--- src/microwire_eeprom_master_unit_assert.svh ---
// Assertion shorthands used by the block's sequencer module.
`ifndef MICROWIRE_EEPROM_MASTER_UNIT_ASSERT_SVH
`define MICROWIRE_EEPROM_MASTER_UNIT_ASSERT_SVH

// Same-cycle implication, quiet during reset.
`define MWEM_ASSERT_NOW(name, clk, rst_n, ante, cons, msg) \
  name: assert property (@(posedge clk) disable iff (!rst_n) (ante) |-> (cons)) \
    else $error(msg);

// Next-cycle implication, quiet during reset.
`define MWEM_ASSERT_NEXT(name, clk, rst_n, ante, cons, msg) \
  name: assert property (@(posedge clk) disable iff (!rst_n) (ante) |=> (cons)) \
    else $error(msg);

`endif

--- src/mwem_pkg.sv ---
package mwem_pkg;

  localparam int FRAME_W = 30;
  localparam int ADDR_W  = 11;
  localparam int DATA_W  = 16;
  localparam int CNT_W   = 5;
  localparam int AW_W    = 4;

  // Command codes on the request side
  localparam logic [2:0] FN_READ  = 3'd0;
  localparam logic [2:0] FN_WRITE = 3'd1;
  localparam logic [2:0] FN_ERASE = 3'd2;
  localparam logic [2:0] FN_EWEN  = 3'd3;
  localparam logic [2:0] FN_EWDS  = 3'd4;
  localparam logic [2:0] FN_ERAL  = 3'd5;
  localparam logic [2:0] FN_WRAL  = 3'd6;
  localparam logic [2:0] FN_NONE  = 3'd7;

  // Opcodes on the wire
  localparam logic [1:0] OP_CTRL  = 2'b00;
  localparam logic [1:0] OP_WRITE = 2'b01;
  localparam logic [1:0] OP_READ  = 2'b10;
  localparam logic [1:0] OP_ERASE = 2'b11;

  // Control codes carried in the top two address bits
  localparam logic [1:0] CC_EWEN = 2'b11;
  localparam logic [1:0] CC_EWDS = 2'b00;
  localparam logic [1:0] CC_ERAL = 2'b10;
  localparam logic [1:0] CC_WRAL = 2'b01;

  // Configuration register indexes
  localparam logic CFG_ORG_WORD   = 1'b0;
  localparam logic CFG_MODEL_CODE = 1'b1;

  // Device model codes
  localparam logic [2:0] MDL_56 = 3'd1;
  localparam logic [2:0] MDL_66 = 3'd2;
  localparam logic [2:0] MDL_76 = 3'd3;
  localparam logic [2:0] MDL_86 = 3'd4;

  typedef enum logic [2:0] {
    PH_IDLE = 3'd0,
    PH_SEND = 3'd1,
    PH_READ = 3'd2,
    PH_GAP  = 3'd3,
    PH_WAIT = 3'd4,
    PH_END  = 3'd5
  } phase_t;

  typedef struct packed {
    logic       org_word;
    logic [2:0] model_code;
  } cfg_t;

  typedef struct packed {
    logic              start_req;
    logic [2:0]        func;
    logic [ADDR_W-1:0] address;
    logic [DATA_W-1:0] write_data;
    logic              data_out_pin;
  } tick_t;

  typedef struct packed {
    logic              chip_select;
    logic              serial_clock;
    logic              data_in_pin;
    logic              busy_res;
    logic              done_res;
    logic              rejected;
    logic [DATA_W-1:0] read_data;
  } res_t;

endpackage

--- src/mwem_frame.sv ---
module mwem_frame #(
  parameter int MAX_ADDRESS_BITS = 11
) (
  input  mwem_pkg::cfg_t                  cfg,
  input  logic [2:0]                      func,
  input  logic [mwem_pkg::ADDR_W-1:0]     address,
  input  logic [mwem_pkg::DATA_W-1:0]     write_data,
  output logic [mwem_pkg::FRAME_W-1:0]    frame,
  output logic [mwem_pkg::CNT_W-1:0]      frame_len
);
  import mwem_pkg::*;

  logic [AW_W-1:0]   aw_raw;
  logic [AW_W-1:0]   aw;
  logic [ADDR_W-1:0] amask;
  logic [1:0]        op;
  logic [1:0]        ccode;
  logic              is_ctrl;
  logic [13:0]       low;
  logic [13:0]       word;
  logic              has_data;

  // Address width: 7 bytes / 6 words, plus 2 or 4 for the larger parts
  always_comb begin
    aw_raw = cfg.org_word ? AW_W'(6) : AW_W'(7);
    if (cfg.model_code == MDL_56 || cfg.model_code == MDL_66) begin
      aw_raw = aw_raw + AW_W'(2);
    end else if (cfg.model_code == MDL_76 || cfg.model_code == MDL_86) begin
      aw_raw = aw_raw + AW_W'(4);
    end
    aw = (aw_raw > AW_W'(MAX_ADDRESS_BITS)) ? AW_W'(MAX_ADDRESS_BITS) : aw_raw;
  end

  always_comb begin
    op      = OP_CTRL;
    ccode   = CC_WRAL;
    is_ctrl = 1'b0;
    case (func)
      FN_READ:  op = OP_READ;
      FN_WRITE: op = OP_WRITE;
      FN_ERASE: op = OP_ERASE;
      FN_EWEN: begin
        is_ctrl = 1'b1;
        ccode   = CC_EWEN;
      end
      FN_EWDS: begin
        is_ctrl = 1'b1;
        ccode   = CC_EWDS;
      end
      FN_ERAL: begin
        is_ctrl = 1'b1;
        ccode   = CC_ERAL;
      end
      default: begin
        is_ctrl = 1'b1;
        ccode   = CC_WRAL;
      end
    endcase
  end

  assign amask    = ~({ADDR_W{1'b1}} << aw);
  assign low      = is_ctrl ? (14'(ccode) << (aw - AW_W'(2)))
                            : 14'(address & amask);
  assign word     = (14'({1'b1, op}) << aw) | low;
  assign has_data = (func == FN_WRITE) || (func == FN_WRAL);

  always_comb begin
    frame     = FRAME_W'(word);
    frame_len = CNT_W'(aw) + CNT_W'(3);
    if (has_data) begin
      if (cfg.org_word) begin
        frame     = (FRAME_W'(word) << 16) | FRAME_W'(write_data);
        frame_len = frame_len + CNT_W'(16);
      end else begin
        frame     = (FRAME_W'(word) << 8) | FRAME_W'(write_data[7:0]);
        frame_len = frame_len + CNT_W'(8);
      end
    end
  end

endmodule

--- src/mwem_seq.sv ---
module mwem_seq #(
  parameter int MAX_ADDRESS_BITS = 11
) (
  input  logic            clk,
  input  logic            rst_n,
  input  logic            advance,
  input  mwem_pkg::cfg_t  cfg,
  input  mwem_pkg::tick_t tick,
  output mwem_pkg::res_t  res
);
  import mwem_pkg::*;

  phase_t              phase_r, phase_nxt;
  logic [CNT_W-1:0]    bit_r, bit_nxt;
  logic                half_r, half_nxt;
  logic [FRAME_W-1:0]  frame_r, frame_nxt;
  logic [DATA_W-1:0]   accum_r, accum_nxt;
  logic                ew_en_r, ew_en_nxt;
  logic [2:0]          pend_r, pend_nxt;

  logic [FRAME_W-1:0]  new_frame;
  logic [CNT_W-1:0]    new_len;
  logic                req_ok;
  logic                wtype;
  logic                go;
  logic [CNT_W-1:0]    bit_idx;
  logic [31:0]         frame_ext;

  mwem_frame #(
    .MAX_ADDRESS_BITS(MAX_ADDRESS_BITS)
  ) u_frame (
    .cfg        (cfg),
    .func       (tick.func),
    .address    (tick.address),
    .write_data (tick.write_data),
    .frame      (new_frame),
    .frame_len  (new_len)
  );

  assign req_ok    = tick.start_req && (tick.func != FN_NONE);
  assign wtype     = (tick.func == FN_WRITE) || (tick.func == FN_ERASE) ||
                     (tick.func == FN_ERAL) || (tick.func == FN_WRAL);
  assign go        = req_ok && !(wtype && !ew_en_r);
  assign bit_idx   = bit_r - CNT_W'(1);
  assign frame_ext = {{(32-FRAME_W){1'b0}}, frame_r};

  // Next state
  always_comb begin
    phase_nxt = phase_r;
    bit_nxt   = bit_r;
    half_nxt  = half_r;
    frame_nxt = frame_r;
    accum_nxt = accum_r;
    ew_en_nxt = ew_en_r;
    pend_nxt  = pend_r;
    unique case (phase_r)
      PH_IDLE: begin
        if (go) begin
          frame_nxt = new_frame;
          bit_nxt   = new_len;
          half_nxt  = 1'b0;
          pend_nxt  = tick.func;
          phase_nxt = PH_SEND;
          if (tick.func == FN_READ) accum_nxt = '0;
        end
      end
      PH_SEND: begin
        if (bit_r != '0 && !half_r) begin
          half_nxt = 1'b1;
        end else if (bit_r == '0 || bit_r == CNT_W'(1)) begin
          // frame finished: pick the follow-on phase
          half_nxt = 1'b0;
          bit_nxt  = '0;
          if (pend_r == FN_READ) begin
            bit_nxt   = cfg.org_word ? CNT_W'(16) : CNT_W'(8);
            phase_nxt = PH_READ;
          end else if (pend_r == FN_EWEN || pend_r == FN_EWDS) begin
            phase_nxt = PH_END;
          end else begin
            phase_nxt = PH_GAP;
          end
        end else begin
          half_nxt = 1'b0;
          bit_nxt  = bit_r - CNT_W'(1);
        end
      end
      PH_READ: begin
        if (bit_r == '0) begin
          phase_nxt = PH_END;
        end else if (!half_r) begin
          accum_nxt = {accum_r[DATA_W-2:0], tick.data_out_pin};
          half_nxt  = 1'b1;
        end else begin
          half_nxt = 1'b0;
          bit_nxt  = bit_r - CNT_W'(1);
          if (bit_r == CNT_W'(1)) phase_nxt = PH_END;
        end
      end
      PH_GAP:  phase_nxt = PH_WAIT;
      PH_WAIT: if (tick.data_out_pin) phase_nxt = PH_END;
      PH_END: begin
        if (pend_r == FN_EWEN) ew_en_nxt = 1'b1;
        if (pend_r == FN_EWDS) ew_en_nxt = 1'b0;
        phase_nxt = PH_IDLE;
      end
      default: phase_nxt = PH_IDLE;
    endcase
  end

  // Line levels and status for this tick
  always_comb begin
    res           = '0;
    res.read_data = accum_nxt;
    unique case (phase_r)
      PH_IDLE: begin
        res.rejected    = req_ok && !go;
        res.chip_select = go;
        res.busy_res    = go;
      end
      PH_SEND: begin
        res.chip_select = 1'b1;
        res.busy_res    = 1'b1;
        if (bit_r != '0) begin
          res.data_in_pin  = frame_ext[bit_idx];
          res.serial_clock = half_r;
        end
      end
      PH_READ: begin
        res.chip_select  = 1'b1;
        res.busy_res     = 1'b1;
        res.serial_clock = (bit_r != '0) && !half_r;
      end
      PH_GAP:  res.busy_res = 1'b1;
      PH_WAIT: begin
        res.chip_select = 1'b1;
        res.busy_res    = 1'b1;
      end
      PH_END:  res.done_res = 1'b1;
      default: res.done_res = 1'b0;
    endcase
  end

  always_ff @(posedge clk) begin
    if (!rst_n) begin
      phase_r <= PH_IDLE;
      bit_r   <= '0;
      half_r  <= 1'b0;
      accum_r <= '0;
      ew_en_r <= 1'b0;
      pend_r  <= FN_READ;
    end else if (advance) begin
      phase_r <= phase_nxt;
      bit_r   <= bit_nxt;
      half_r  <= half_nxt;
      accum_r <= accum_nxt;
      ew_en_r <= ew_en_nxt;
      pend_r  <= pend_nxt;
    end
  end

  always_ff @(posedge clk) begin
    if (advance) frame_r <= frame_nxt;
  end

`include "microwire_eeprom_master_unit_assert.svh"

  `MWEM_ASSERT_NEXT(a_ew_only_at_end, clk, rst_n, !(advance && phase_r == PH_END), $stable(ew_en_r), "write enable changed outside command end")
  `MWEM_ASSERT_NOW(a_send_has_bits, clk, rst_n, phase_r == PH_SEND, bit_r != '0, "frame phase with no bits left")
  `MWEM_ASSERT_NOW(a_reject_not_busy, clk, rst_n, res.rejected, !res.busy_res && !res.chip_select, "rejected request drove the bus")
  `MWEM_ASSERT_NOW(a_done_from_end, clk, rst_n, res.done_res, phase_r == PH_END && !res.busy_res, "done outside command end")

endmodule

--- src/microwire_eeprom_master_unit.sv ---
// Channel   | Handshake              | Payload
// ----------+------------------------+------------------------------------------------
// in_       | in_tvalid / in_tready  | one serial clock half-period tick request
// out_      | out_tvalid / out_tready| line levels and status for that tick
// cfg_      | cfg_we                 | cfg_addr selects org_word (0) or model_code (1)
//
// Each request yields exactly one result; sustained rate is one request per clock while out_tready stays high.
// A request passes through the request register, then the sequencer step into the result register.
// A full result register that is not taken holds the sequencer; the request register
// still fills, so in_tready drops only when both stages are full.
// Reset (rst_n low, synchronous) empties both stages, sets org_word=1, model_code=0,
// puts the sequencer idle and disables writes.
module microwire_eeprom_master_unit #(
  parameter int MAX_ADDRESS_BITS = 11
) (
  input  logic        clk,
  input  logic        rst_n,
  input  logic        in_tvalid,
  output logic        in_tready,
  // [0] start_req, [3:1] func, [14:4] address, [30:15] write_data, [31] data_out_pin
  input  logic [31:0] in_tdata,
  output logic        out_tvalid,
  input  logic        out_tready,
  // [0] chip_select, [1] serial_clock, [2] data_in_pin, [3] busy_res, [4] done_res,
  // [5] rejected, [21:6] read_data, [23:22] zero
  output logic [23:0] out_tdata,
  input  logic        cfg_we,
  input  logic        cfg_addr,
  input  logic [2:0]  cfg_wdata
);
  import mwem_pkg::*;

  cfg_t   cfg_r;
  logic   in_v_r;
  tick_t  in_item_r;
  logic   out_v_r;
  res_t   out_res_r;
  res_t   step_res;
  logic   out_load;
  logic   advance;

  // Result register can take a new value when empty or being drained
  assign out_load  = !out_v_r || out_tready;
  assign advance   = in_v_r && out_load;
  assign in_tready = !in_v_r || out_load;

  // Configuration registers
  always_ff @(posedge clk) begin
    if (!rst_n) begin
      cfg_r.org_word   <= 1'b1;
      cfg_r.model_code <= '0;
    end else if (cfg_we) begin
      unique case (cfg_addr)
        CFG_ORG_WORD:   cfg_r.org_word   <= cfg_wdata[0];
        CFG_MODEL_CODE: cfg_r.model_code <= cfg_wdata;
        default:        cfg_r            <= cfg_r;
      endcase
    end
  end

  // Request register: load on accept, drop when the sequencer consumes it
  always_ff @(posedge clk) begin
    if (!rst_n) begin
      in_v_r <= 1'b0;
    end else if (in_tvalid && in_tready) begin
      in_v_r <= 1'b1;
    end else if (advance) begin
      in_v_r <= 1'b0;
    end
  end

  always_ff @(posedge clk) begin
    if (in_tvalid && in_tready) begin
      in_item_r.start_req    <= in_tdata[0];
      in_item_r.func         <= in_tdata[3:1];
      in_item_r.address      <= in_tdata[14:4];
      in_item_r.write_data   <= in_tdata[30:15];
      in_item_r.data_out_pin <= in_tdata[31];
    end
  end

  mwem_seq #(
    .MAX_ADDRESS_BITS(MAX_ADDRESS_BITS)
  ) u_seq (
    .clk     (clk),
    .rst_n   (rst_n),
    .advance (advance),
    .cfg     (cfg_r),
    .tick    (in_item_r),
    .res     (step_res)
  );

  // Result register: advance with the sequencer, hold while stalled
  always_ff @(posedge clk) begin
    if (!rst_n) begin
      out_v_r <= 1'b0;
    end else if (out_load) begin
      out_v_r <= advance;
    end
  end

  always_ff @(posedge clk) begin
    if (advance) out_res_r <= step_res;
  end

  assign out_tvalid = out_v_r;
  assign out_tdata  = {2'b00, out_res_r.read_data, out_res_r.rejected,
                       out_res_r.done_res, out_res_r.busy_res, out_res_r.data_in_pin,
                       out_res_r.serial_clock, out_res_r.chip_select};

endmodule
--- config.mk ---
export PLATFORM = sky130hd
export DESIGN_NAME = microwire_eeprom_master_unit
export DESIGN_NICKNAME = d
export VERILOG_FILES = /design/src/mwem_pkg.sv /design/src/mwem_frame.sv /design/src/mwem_seq.sv /design/src/microwire_eeprom_master_unit.sv
export VERILOG_INCLUDE_DIRS = /design/src /design/src/src
export SDC_FILE = /design/constraint.sdc
export NUM_CORES = 1
export LEC_CHECK = 0
export BUFFER_PORTS_ARGS = -buffer_cell sky130_fd_sc_hd__buf_4
export CAP_MARGIN = 20
export CORE_ASPECT_RATIO = 1.5
export CORE_UTILIZATION = 58
export CTS_CLUSTER_SIZE = 8
export DETAILED_ROUTE_END_ITERATION = 10
export PLACE_DENSITY = 0.83
export SLEW_MARGIN = 40
export SYNTH_ARGS = -nofsm -noshare
export SYNTH_HDL_FRONTEND = slang
export SYNTH_SLANG_ARGS = --single-unit
--- constraint.sdc ---
create_clock -name clk -period 4.98 [get_ports clk]
set_input_delay 0.498 -clock clk [delete_from_list [all_inputs] [get_ports clk]]
set_output_delay 0.498 -clock clk [all_outputs]
set_load 0.01 [all_outputs]
==> summary.md <==
| Metric | Value |
|---|---|
| Outcome | finished clean |
| Gr busiest metal | met2 |
| Power density over the cells | 373.3 nW/um^2 |
| Root buf cell | sky130_fd_sc_hd__clkbuf_16 |
| Fin crit period | 2878 ps |
| Arrival time worst endpoint | 3150 ps |
| Clock power frac | 0.440 |
| Global-route usage over all layers | 0.2775 |
| Area growth from synthesis to layout | 18.64% |
| Synthesized flop and latch total | 119 |
| Actual slew at the worst max-slew pin | 836.3 ps |
| Clk sink count | 119 |
| CP Launch Type | flop |
| Highest-count cells in the layout ignoring fill and taps | sky130_fd_sc_hd__edfxtp_1, sky130_fd_sc_hd__buf_4, sky130_fd_sc_hd__a21oi_1 |
| Global route overflow | 0 |
| Commonest non-fill, non-tap cell in the layout | sky130_fd_sc_hd__edfxtp_1 |
| Switching Fraction | 0.2410 |
| Endpoint of the most critical register-to-register path | u_seq.bit_r[1] |
| Final cell area excluding filler cells | 6720 sq um |
| Die ar. | 10170 sq um |
| Register share of total power | 0.453 |
| Fraction of layout instances using a drive strength above 1 | 0.2232 |
| CTS H-tree depth | 4 |
| Number of instances resized during post-cts repair | 0 |
| Hold Path Stages | 1 |
| Length of the first detailed-routing pass in iterations | 5 |
| Total negative setup slack | 0 ps |
| Number of DRC violations after detailed routing | 0 |
| Total standard cell area after synthesis | 5664 sq um |
| Area share of the largest cell type after synthesis | 0.4453 |
| Clock tree skew after final layout | 6.929 ps |
| Met3 usage in global routing | 0.07306 |
| Bufs on Longest Clock Path | 2 |
| Class of the worst hold path | in2reg |
| Met1 global-route usage | 0.2930 |
| Die extent in y | 123.0 um |
| Number of violations reported at the end of detailed-routing iteration 0 | 360 |
| Yosys synthesis warning count | 0 |
| Worst endpoint required time | 5250 ps |
| Worst setup slack before clock tree synthesis | 1872 ps |
| Die boundary width | 82.69 um |
| Clock tree from TritonCTS | built |
| Leading cell types by total area after synthesis | sky130_fd_sc_hd__edfxtp_1, sky130_fd_sc_hd__dfxtp_1, sky130_fd_sc_hd__a21oi_1, sky130_fd_sc_hd__o21ai_0, sky130_fd_sc_hd__mux4_2 |
| Crit-path max cell delay | 570 ps |
| Number of top-level pins | 67 |
| Post-layout net count | 612 |
| Worst supply voltage drop on vdd | 0.0003635 V |
| Most area-hungry cell type in the Yosys netlist | sky130_fd_sc_hd__edfxtp_1 |
| Worst skew pair latency | 410 ps |
| Portion of the post-synthesis area used by sequential elements | 0.5690 |
| Net load switching power | 0.6048 mW |
| Async SR Flop Fraction | 0 |
| Area of the core region | 9361 sq um |
| Pin count of the biggest net entering global routing | 34 |
| Worst relative slew slack | 0.4425 |
| # Post-CTS Setup Buffers | 0 |
| Slowest CP cell | sky130_fd_sc_hd__nor4b_4 |
| Maximum operating frequency | 347.5 MHz |
| Cell-by-cell listing of the critical path | inv_1, ha_1, nor4b_4, nor3_1, or4_4, nor2_1, a311oi_1 |
| Most used flip-flop cell after synthesis | sky130_fd_sc_hd__edfxtp_1 |
| Final Hold Fails | 0 |
| Routed wire length | 12810 um |
| Mapped Cells | 514 |
| Crit end category | flop |
| Setup Viol. Count Final | 0 |
| Number of flops mapped to enable cells by yosys | 84 |
| Effective utilization at floorplan | 0.6051 |
| First-pass GRT wire length | 20480 um |
| Endpoint of the worst hold-timing path | in_item_r[7] |
| Residual antenna-violating net count after detailed routing | 0 |
| Leakage | 2.452 nW |
| Setup repair after global routing missed its margin | no |
| Vias per std cell | 6.512 |
| Crit Path Category | reg2reg |
| Final Slew Violations | 0 |
| Antenna diode count | 0 |
| Final worst path period share | 0.5779 |
| Routed length per instance | 18.56 um |
| Hold bufs inserted after CTS | 0 |
| Comb pwr share | 0.107 |
| Gp weighted congestion | 0.9452 |
| Reg-to-reg critical path startpoint | u_seq.bit_r[0] |
| Cell Int Power | 1.904 mW |
| CP max FO | 12 |
| Vias in the first global route | 4241 |
| Area after detailed placement | 6181 sq um |
| Met2 track demand over resource in global routing | 0.4754 |
| Setup slack of the worst register-to-register path | 2100 ps |
| Number of violations of the max-capacitance limit | 0 |
| Worst hold start | in_tdata[21] |
| Count of cell types in the netlist | 69 |
| Number of antenna violations at the first check in global routing | 0 |
| Number of buffers added by the clock tree synthesis step | 17 |
| # port buffers | 64 |
| Final worst-path setup slack | 2102 ps |
| Std cell rows | 43 |
| Post-synthesis average cell area | 11.02 sq um |
| Number of cells traversed by the worst register-to-register path | 7 |
| Filler Cells Inserted | 657 |
| Post-DP HPWL | 8519 um |
| Detailed-route via count | 4493 |
| Register clock-pin slew on the reported worst setup and hold paths | 50 ps |
==> layout make-up <==
cell class	instances	area, sq um	share of cell area
clock inverter	10	83.83	0.01247
inverter	9	33.78	0.005027
timing repair buffer	70	525.5	0.07820
clock buffer	22	454.2	0.06759
multi-input combinational	348	2258	0.3361
tap	112	140.1	0.02085
sequential	119	3224	0.4798
==> sequential cells by signal, indices dropped and copies added (netlist names), 3 cells and up <==
signal,count
in_item_r,32
u_seq.frame_r,30
out_tdata,22
u_seq.accum_r,16
u_seq.bit_r,5
cfg_r,4
u_seq.pend_r,3
u_seq.phase_r,3
==> per-layer routing <==
layer,routed length (um),share of wire,vias to the layer above
met3,829,0.065,56
met4,559,0.044,0
met5,0,0,-
li1,-,-,2050
met2,6912,0.54,254
met1,4505,0.35,2133
==> power groups by stage <==
stage | clock network (mW) | registers (mW) | logic [mW]
after global routing | 1.15 | 1.14 | 0.292
final | 1.10 | 1.14 | 0.268
after detailed placement | 0 | 1.16 | 0.258
after global placement | 0 | 1.15 | 0.253
after CTS | 1.11 | 1.14 | 0.263
after floorplan | 0 | 1.14 | 0.186
==> critical path, delay by kind of cell (launching register included) <==
kind	cells	cell delay, ps
DFF	1	500
and+or+nand+nor	4	1580
AOI/OAI and AO/OA	1	160
buffers and inverters	1	160
adders and majority gates	1	330
==> per-stage QoR <==
| stage | std cells | utilization | total power, mW | hold WS [ps] |
|---|---|---|---|---|
| 2_1_floorplan | 516 | - | 1.324 | 453.5 |
| 3_3_place_gp | 658 | 0.6603 | 1.406 | 462.2 |
| 3_5_place_dp | 658 | 0.6603 | 1.413 | 473.9 |
| 4_1_cts | 690 | 0.7177 | 2.508 | 248.7 |
| 5_1_grt | 690 | 0.7179 | 2.582 | 246.1 |
| 6_report | 690 | 0.7179 | 2.509 | 257.7 |
==> synth_stat cells, drive strengths merged (4+ instances only) <==
cell	number
o21ai	43
ha	6
nor4	6
or3	5
a31oi	4
nor3	14
nand2b	7
a21oi	47
xnor2	5
a22o	16
nor2	40
clkbuf	31
nor3b	5
o31ai	4
and2	4
a211oi	4
nand2	42
dfxtp	35
nand3	8
or2	6
a311oi	6
edfxtp	84
buf	9
nor2b	6
mux4	7
inv	9
mux2i	6
==> worst max path at each step <==
stage,endpoint,cells past startpoint,slack (ps),from
floorplan,u_seq.pend_r[0],6,1500,in_item_r[29]
global placement,u_seq.frame_r[16],5,2030,cfg_r[3]
detailed placement,u_seq.frame_r[16],5,1870,cfg_r[3]
CTS,u_seq.frame_r[18],7,1830,cfg_r[3]
global route,u_seq.phase_r[2],7,1810,u_seq.bit_r[0]
finish,u_seq.bit_r[1],7,2100,u_seq.bit_r[0]
==> logic make-up (layout without fill, tap and decap cells) <==
logic type | after synthesis | after routing | share of synthesized area
compound gates | 162 | 162 | 0.1875
simple gates | 155 | 155 | 0.1407
flops | 119 | 119 | 0.5690
buf+inv | 49 | 111 | 0.03512
mux | 16 | 16 | 0.04440
fa+ha+maj | 6 | 6 | 0.01325
xor+xnor | 6 | 6 | 0.009278
other cells | 1 | 3 | 0.0006621
No activity file was read; power rests on OpenSTA's default activity.
